[src/rtl/core/ect_pkg.sv]
// ----------------------------------------------------------------------------
// ect_pkg
// Shared types and constants of the edge coverage tracer: command codes,
// draw sequencing codes, generator constants and the draw request bundle.
// ----------------------------------------------------------------------------
package ect_pkg;

  // Command codes on the cmd port
  localparam logic [1:0] CMD_TRACE      = 2'd0;
  localparam logic [1:0] CMD_INIT_FIRST = 2'd1;
  localparam logic [1:0] CMD_INIT_NEXT  = 2'd2;
  localparam logic [1:0] CMD_READ       = 2'd3;

  // Configuration register indexes
  localparam logic REG_PRNG_SEED = 1'b0;
  localparam logic REG_ID_RATIO  = 1'b1;

  // Field widths
  localparam int SEED_W  = 48;
  localparam int RATIO_W = 7;
  localparam int ID_W    = 16;
  localparam int COUNT_W = 8;

  // Generator: state' = (0x5DEECE66D * state + 11) mod 2^48
  localparam logic [23:0]     LCG_MUL_LO = 24'hECE66D;
  localparam logic [10:0]     LCG_MUL_HI = 11'h5DE;
  localparam logic [SEED_W-1:0] LCG_ADD  = 48'd11;

  localparam logic [RATIO_W-1:0] RATIO_MOD   = 7'd100;
  localparam logic [RATIO_W-1:0] RATIO_RESET = 7'd100;

  // Which draw of an init sequence is under way
  typedef enum logic [1:0] {
    K_PREV  = 2'd0,
    K_FIRST = 2'd1,
    K_RATIO = 2'd2,
    K_NEXT  = 2'd3
  } draw_kind_t;

  // Request to the draw unit
  typedef struct packed {
    logic go;         // start one draw
    logic load;       // load the seed into the generator state
    logic use_ratio;  // reduce modulo 100 instead of 2^MAP_BITS - 1
  } draw_req_t;

endpackage

[src/rtl/core/ect_draw.sv]
// ----------------------------------------------------------------------------
// ect_draw
// Random draw unit: 48-bit linear congruential step on one shared 24x24
// multiplier (D_MUL0..D_MUL2), then reduction (D_RED0, D_RED1) on the upper
// 32 bits: reciprocal multiplication for modulo 100, chunk folding for
// modulo 2^MAP_BITS - 1. done pulses for one cycle with rem valid.
// ----------------------------------------------------------------------------
module ect_draw #(
  parameter int MAP_BITS = 16
) (
  input  logic                  clk,
  input  logic                  rst,
  input  ect_pkg::draw_req_t    req,
  input  logic [47:0]           seed,
  output logic [MAP_BITS-1:0]   rem,
  output logic                  done
);
  import ect_pkg::*;

  // Number of MAP_BITS-wide chunks in a 32-bit draw
  localparam int NCHUNK = (32 + MAP_BITS - 1) / MAP_BITS;
  // floor(r / 100) = (r * ceil(2^37 / 100)) >> 37 for every 32-bit r
  localparam logic [43:0] RECIP_100 = 44'h0_51EB_851F;
  localparam logic [MAP_BITS:0] ID_MOD = {1'b0, {MAP_BITS{1'b1}}};

  typedef enum logic [5:0] {
    D_IDLE = 6'b000001,
    D_MUL0 = 6'b000010,
    D_MUL1 = 6'b000100,
    D_MUL2 = 6'b001000,
    D_RED0 = 6'b010000,
    D_RED1 = 6'b100000
  } dstate_t;

  dstate_t               state;
  logic [SEED_W-1:0]     lcg;
  logic [SEED_W-1:0]     acc;
  logic [31:0]           draw_bits;
  logic [RATIO_W-1:0]    quot_lo;
  logic [MAP_BITS+1:0]   chunk_q;
  logic                  use_ratio;

  logic [23:0]           mul_a;
  logic [23:0]           mul_b;
  logic [47:0]           prod;
  logic [SEED_W-1:0]     sum;
  logic [SEED_W-1:0]     lcg_next;
  logic [43:0]           recip_prod;
  logic [31:0]           shifted;
  logic [MAP_BITS+1:0]   chunk_sum;
  logic [MAP_BITS:0]     fold;
  logic [MAP_BITS-1:0]   id_rem;
  logic [RATIO_W-1:0]    ratio_rem;

  // Shared multiplier: lo*lo, lo*hi, hi*lo partial products
  always_comb begin
    mul_a    = (state == D_MUL2) ? lcg[47:24] : lcg[23:0];
    mul_b    = (state == D_MUL1) ? 24'(LCG_MUL_HI) : LCG_MUL_LO;
    prod     = mul_a * mul_b;
    sum      = acc + {prod[23:0], 24'b0};
    lcg_next = sum + LCG_ADD;
  end

  // First reduction cycle: quotient by 100 (low bits kept) and chunk sum,
  // since 2^MAP_BITS is 1 modulo 2^MAP_BITS - 1
  always_comb begin
    recip_prod = 44'(draw_bits) * RECIP_100;
    chunk_sum  = '0;
    shifted    = '0;
    for (int i = 0; i < NCHUNK; i++) begin
      shifted   = draw_bits >> (i * MAP_BITS);
      chunk_sum = chunk_sum + {2'b00, shifted[MAP_BITS-1:0]};
    end
  end

  // Second reduction cycle: remainder by 100 fits in 7 bits, so it is
  // worked out modulo 128; the chunk sum is folded once and corrected
  always_comb begin
    ratio_rem = draw_bits[RATIO_W-1:0] - 7'(quot_lo * RATIO_MOD);
    fold      = {1'b0, chunk_q[MAP_BITS-1:0]}
              + (MAP_BITS+1)'(chunk_q[MAP_BITS+1:MAP_BITS]);
    id_rem    = (fold >= ID_MOD) ? MAP_BITS'(fold - ID_MOD) : fold[MAP_BITS-1:0];
  end

  // Sequencer
  always_ff @(posedge clk) begin
    if (rst) begin
      state <= D_IDLE;
      done  <= 1'b0;
    end else begin
      done <= 1'b0;
      case (state)
        D_IDLE: if (req.go) state <= D_MUL0;
        D_MUL0: state <= D_MUL1;
        D_MUL1: state <= D_MUL2;
        D_MUL2: state <= D_RED0;
        D_RED0: state <= D_RED1;
        D_RED1: begin
          done  <= 1'b1;
          state <= D_IDLE;
        end
        default: state <= D_IDLE;
      endcase
    end
  end

  // Datapath
  always_ff @(posedge clk) begin
    if (req.load) lcg <= seed;
    case (state)
      D_IDLE: if (req.go) use_ratio <= req.use_ratio;
      D_MUL0: acc <= prod;
      D_MUL1: acc <= sum;
      D_MUL2: begin
        lcg       <= lcg_next;
        draw_bits <= lcg_next[47:16];
      end
      D_RED0: begin
        quot_lo <= recip_prod[43:37];
        chunk_q <= chunk_sum;
      end
      D_RED1: rem <= use_ratio ? MAP_BITS'(ratio_rem) : id_rem;
      default: ;
    endcase
  end

endmodule

[config.mk]
export PLATFORM = sky130hd
export DESIGN_NAME = ect_draw
export DESIGN_NICKNAME = d
export VERILOG_FILES = /design/src/rtl/core/ect_pkg.sv /design/src/rtl/core/ect_draw.sv
export SDC_FILE = /design/constraint.sdc
export NUM_CORES = 2
export LEC_CHECK = 0
export BUFFER_PORTS_ARGS = -buffer_cell sky130_fd_sc_hd__buf_2
export CAP_MARGIN = 10
export CORE_MARGIN = 5
export CORE_UTILIZATION = 65
export CTS_CLUSTER_SIZE = 30
export DETAILED_ROUTE_END_ITERATION = 8
export GPL_TIMING_DRIVEN = 0
export PLACE_DENSITY = 0.81
export SLEW_MARGIN = 15
export SYNTH_ARGS = -nofsm -noshare
export SYNTH_HDL_FRONTEND = slang
export SYNTH_SLANG_ARGS = --single-unit
[constraint.sdc]
create_clock -name clk -period 15.94 [get_ports clk]
set_input_delay 2.391 -clock clk [delete_from_list [all_inputs] [get_ports clk]]
set_output_delay 2.391 -clock clk [all_outputs]
set_load 0.03 [all_outputs]
==> reports/qor.yml <==
drt_iter0_markers: 1957
worst_ep_arrival_time_ns: 12.15
synth_top_family_by_area: "adder cells"
final_min_period_over_clock_period_pct: 75.0
final_core_utilization_pct: 69.3
holdCritPathClass: "reg -> reg"
final_period_minus_worst_setup_slack_ns: 11.96
antenna_found_initial: 0
maximum_number_of_pins_on_one_net_before_global_route_repair: 30
cts_inserted_buffers: 17
setup.worst_path.class: "reg -> reg"
synth_compound_gate_area_share_pct: 6.00
ant_nets: 0
die-area_um2: 59200
rsz_0062_raised_after_global_routing: "no"
clock_tree.buffer_depth: 2
io_pins: 70
wire_length_of_the_first_global_routing_pass_um: 141000
die_x_um: 243
drt-vias-per-instance: 5.75
placed_cell_area_um2: 36700
layout_cell_share_with_drive_strength_beyond_1_pct: 5.44
endpoint_kind: "flip-flop"
synth_fa_ha_area_share_pct: 56.0
core_region_area_um2: 53900
number_of_setup_buffers_added_after_cts: 0
std_cell_rows: 85
yosys_register_bits: 174
route.met3.wl_um: 7020
drt-total-wl_um: 89900
area_delta_synth_final_pct: 5.58
cts_htree_levels: 4
finalClockSkew_ns: 0.0116
route.met2.wl_um: 43900
timing.critical_path.slowest_stage_cell: "sky130_fd_sc_hd__clkbuf_1"
cts_hold_buffers_added: 0
synth_edf_count: 167
max_cap_viols: 0
vert_die_dim_um: 243
synthesis.area_um2: 35400
n_antenna_cell: 0
dr.max_layer_used: "met4"
synth.avg_cell_area_um2: 10.4
synth.largest_area_cell: "sky130_fd_sc_hd__fa_1"
dp_worst_setup_slack_ns: 4.16
ys_warn_count: 0
cts_tree: "done"
synth_xor_area_share_pct: 4.58
post-route-cell-area_um2: 37300
critical_path.max_fanout: 10
global_route.overflow_total: 0
initial_core_util_pct: 65.6
finalSetupViolations: 0
synth_top_cells_by_area: "sky130_fd_sc_hd__fa_1, sky130_fd_sc_hd__ha_1, sky130_fd_sc_hd__edfxtp_1"
clk-insertion-delay-late_ns: 0.44
worst-slew-pin-transition_ns: 1.32
clkTransAtPathRegs_ns: 0.08
cts-resized-gates: 0
synth_top_flop_cell: "sky130_fd_sc_hd__edfxtp_1"
yosys-mux-area-fraction_pct: 1.54
hold_violations: 0
status: "finished, final reports clean"
fin_nets: 4754
max_freq_mhz: 83.6
setup_total_negative_slack_ns: 0
drt_pre_antenna_iters: 5
vias: 24178
yosys.area_share.simple_pct: 7.23
synth.distinct_cells: 84
place.gp.congestion: 0.987
wire_per_inst_um: 21.4
root_buffer: "sky130_fd_sc_hd__clkbuf_16"
crit_path_start_kind: "flip-flop"
cp_slowest_stage_delay_ns: 0.64
buffer_ports.inserted: 69
final-max-slew-violation-count: 0
postSynth.asyncResetShare_pct: 0
first_global_vias: 25952
synthDominantCellAreaShare_pct: 35.7
layout_setup_ws_ns: 3.98
synth.yosys.seq_area_share_pct: 14.6
rel_slew_slack_pct: 9.18
grt_usage_pct: 30.9
worstPathRequired_ns: 16.13
route.detailed.drc: 0
detailedPlacementHpwl_um: 78100
cts.sinks: 174
met1_length_um: 34600
synthesis.instances: 3403
==> final cells by class <==
cell class	count	area [µm²]
Buffer	46	178
Clock buffer	18	450
Clock inverter	14	213
Fill cell	3940	16600
Inverter	901	3380
Multi-Input combinational cell	2283	26700
Sequential cell	174	5150
Tap cell	696	871
Timing Repair Buffer	73	404
==> sequential cells by signal, indices dropped and copies added, names as in the netlist <==
signal / flops
acc: 48
chunk_q: 17
done: 1
draw_bits: 32
lcg: 48
quot_lo: 5
rem: 16
state: 6
use_ratio: 1
==> worst max-delay path, delay by kind of cell, from the launching register on <==
family | cells | cell delay (ns)
adders and majority gates | 9 | 4.03
muxes | 1 | 0.29
buffers and inverters | 9 | 2.40
and+or+nand+nor | 12 | 2.70
DFF | 1 | 0.40
AOI/OAI and AO/OA | 4 | 0.77
xor gates and xnor gates | 3 | 1.05
==> worst paths after layout <==
path / from / end / slack, ns / cells after the start
hold reg to reg: acc[23] / draw_bits[7] / 0.61 / 1
setup / recovery: state[2] / lcg[46] / 3.98 / 38
hold / removal: acc[23] / draw_bits[7] / 0.61 / 1
setup reg to reg: state[2] / lcg[46] / 3.98 / 38
==> placed cells by master (no fill, tap or decap), types with 7 or more instances in the layout <==
| master | instances |
|---|---|
| sky130_fd_sc_hd__edfxtp_1 | 167 |
| sky130_fd_sc_hd__clkbuf_16 | 18 |
| sky130_fd_sc_hd__dfxtp_1 | 7 |
| sky130_fd_sc_hd__o21ai_1 | 18 |
| sky130_fd_sc_hd__o211ai_1 | 7 |
| sky130_fd_sc_hd__nand2b_1 | 15 |
| sky130_fd_sc_hd__buf_2 | 72 |
| sky130_fd_sc_hd__ha_1 | 574 |
| sky130_fd_sc_hd__nor4_1 | 8 |
| sky130_fd_sc_hd__and3_1 | 22 |
| sky130_fd_sc_hd__mux2i_1 | 24 |
| sky130_fd_sc_hd__a211oi_1 | 9 |
| sky130_fd_sc_hd__a21o_1 | 42 |
| sky130_fd_sc_hd__clkinv_8 | 8 |
| sky130_fd_sc_hd__a21oi_1 | 94 |
| sky130_fd_sc_hd__nand2_1 | 161 |
| sky130_fd_sc_hd__nand4_1 | 14 |
| sky130_fd_sc_hd__or2_2 | 21 |
| sky130_fd_sc_hd__nor2b_1 | 11 |
| sky130_fd_sc_hd__o21ai_0 | 57 |
| sky130_fd_sc_hd__and2_1 | 30 |
| sky130_fd_sc_hd__o21bai_1 | 16 |
| sky130_fd_sc_hd__buf_1 | 7 |
| sky130_fd_sc_hd__clkbuf_1 | 35 |
| sky130_fd_sc_hd__nor3_1 | 36 |
| sky130_fd_sc_hd__inv_1 | 901 |
| sky130_fd_sc_hd__nand3_1 | 27 |
| sky130_fd_sc_hd__nor2_1 | 131 |
| sky130_fd_sc_hd__fa_1 | 631 |
| sky130_fd_sc_hd__mux2_2 | 23 |
| sky130_fd_sc_hd__xnor2_1 | 109 |
| sky130_fd_sc_hd__o21a_1 | 14 |
| sky130_fd_sc_hd__xor2_1 | 71 |
==> cells in the mapped netlist (7+ instances only) <==
cell / number
sky130_fd_sc_hd__nand2b_1: 16
sky130_fd_sc_hd__edfxtp_1: 167
sky130_fd_sc_hd__clkbuf_1: 36
sky130_fd_sc_hd__a21oi_1: 94
sky130_fd_sc_hd__nand4_1: 14
sky130_fd_sc_hd__o211ai_1: 7
sky130_fd_sc_hd__and3_1: 22
sky130_fd_sc_hd__o21ai_0: 57
sky130_fd_sc_hd__nor2b_1: 11
sky130_fd_sc_hd__and2_1: 30
sky130_fd_sc_hd__fa_1: 631
sky130_fd_sc_hd__mux2_2: 23
sky130_fd_sc_hd__or2_2: 21
sky130_fd_sc_hd__o21ai_1: 18
sky130_fd_sc_hd__o21a_1: 14
sky130_fd_sc_hd__mux2i_1: 27
sky130_fd_sc_hd__ha_1: 574
sky130_fd_sc_hd__nor3_1: 36
sky130_fd_sc_hd__xor2_1: 71
sky130_fd_sc_hd__inv_1: 901
sky130_fd_sc_hd__buf_1: 7
sky130_fd_sc_hd__xnor2_1: 109
sky130_fd_sc_hd__nand3_1: 27
sky130_fd_sc_hd__a21o_1: 42
sky130_fd_sc_hd__nand2_1: 162
sky130_fd_sc_hd__a211oi_1: 9
sky130_fd_sc_hd__o21bai_1: 16
sky130_fd_sc_hd__nor2_1: 132
sky130_fd_sc_hd__dfxtp_1: 7
sky130_fd_sc_hd__nor4_1: 8
==> through the flow <==
step           hold WS, ns  cells
2_1_floorplan        0.513   3404
3_3_place_gp         0.599   4169
3_5_place_dp         0.597   4173
4_1_cts              0.608   4205
5_1_grt              0.628   4205
6_report             0.612   4205
==> cells by family after synthesis <==
| logic type | count (synthesis) |
|---|---|
| buf+inv | 947 |
| xor+xnor | 182 |
| simple gates | 520 |
| mux | 51 |
| other cells | 1 |
| fa+ha+maj | 1205 |
| flops | 174 |
| compound gates | 323 |
==> metal layers <==
metal	vias up	GRT usage, %
met5	-	0
met1	12032	40.4
met2	1004	52.3
met4	0	12.4
li1	10935	-
met3	207	4.87
Power is not shown: default switching activity piles up to over one toggle a cycle in this logic, so the estimate is an artifact.
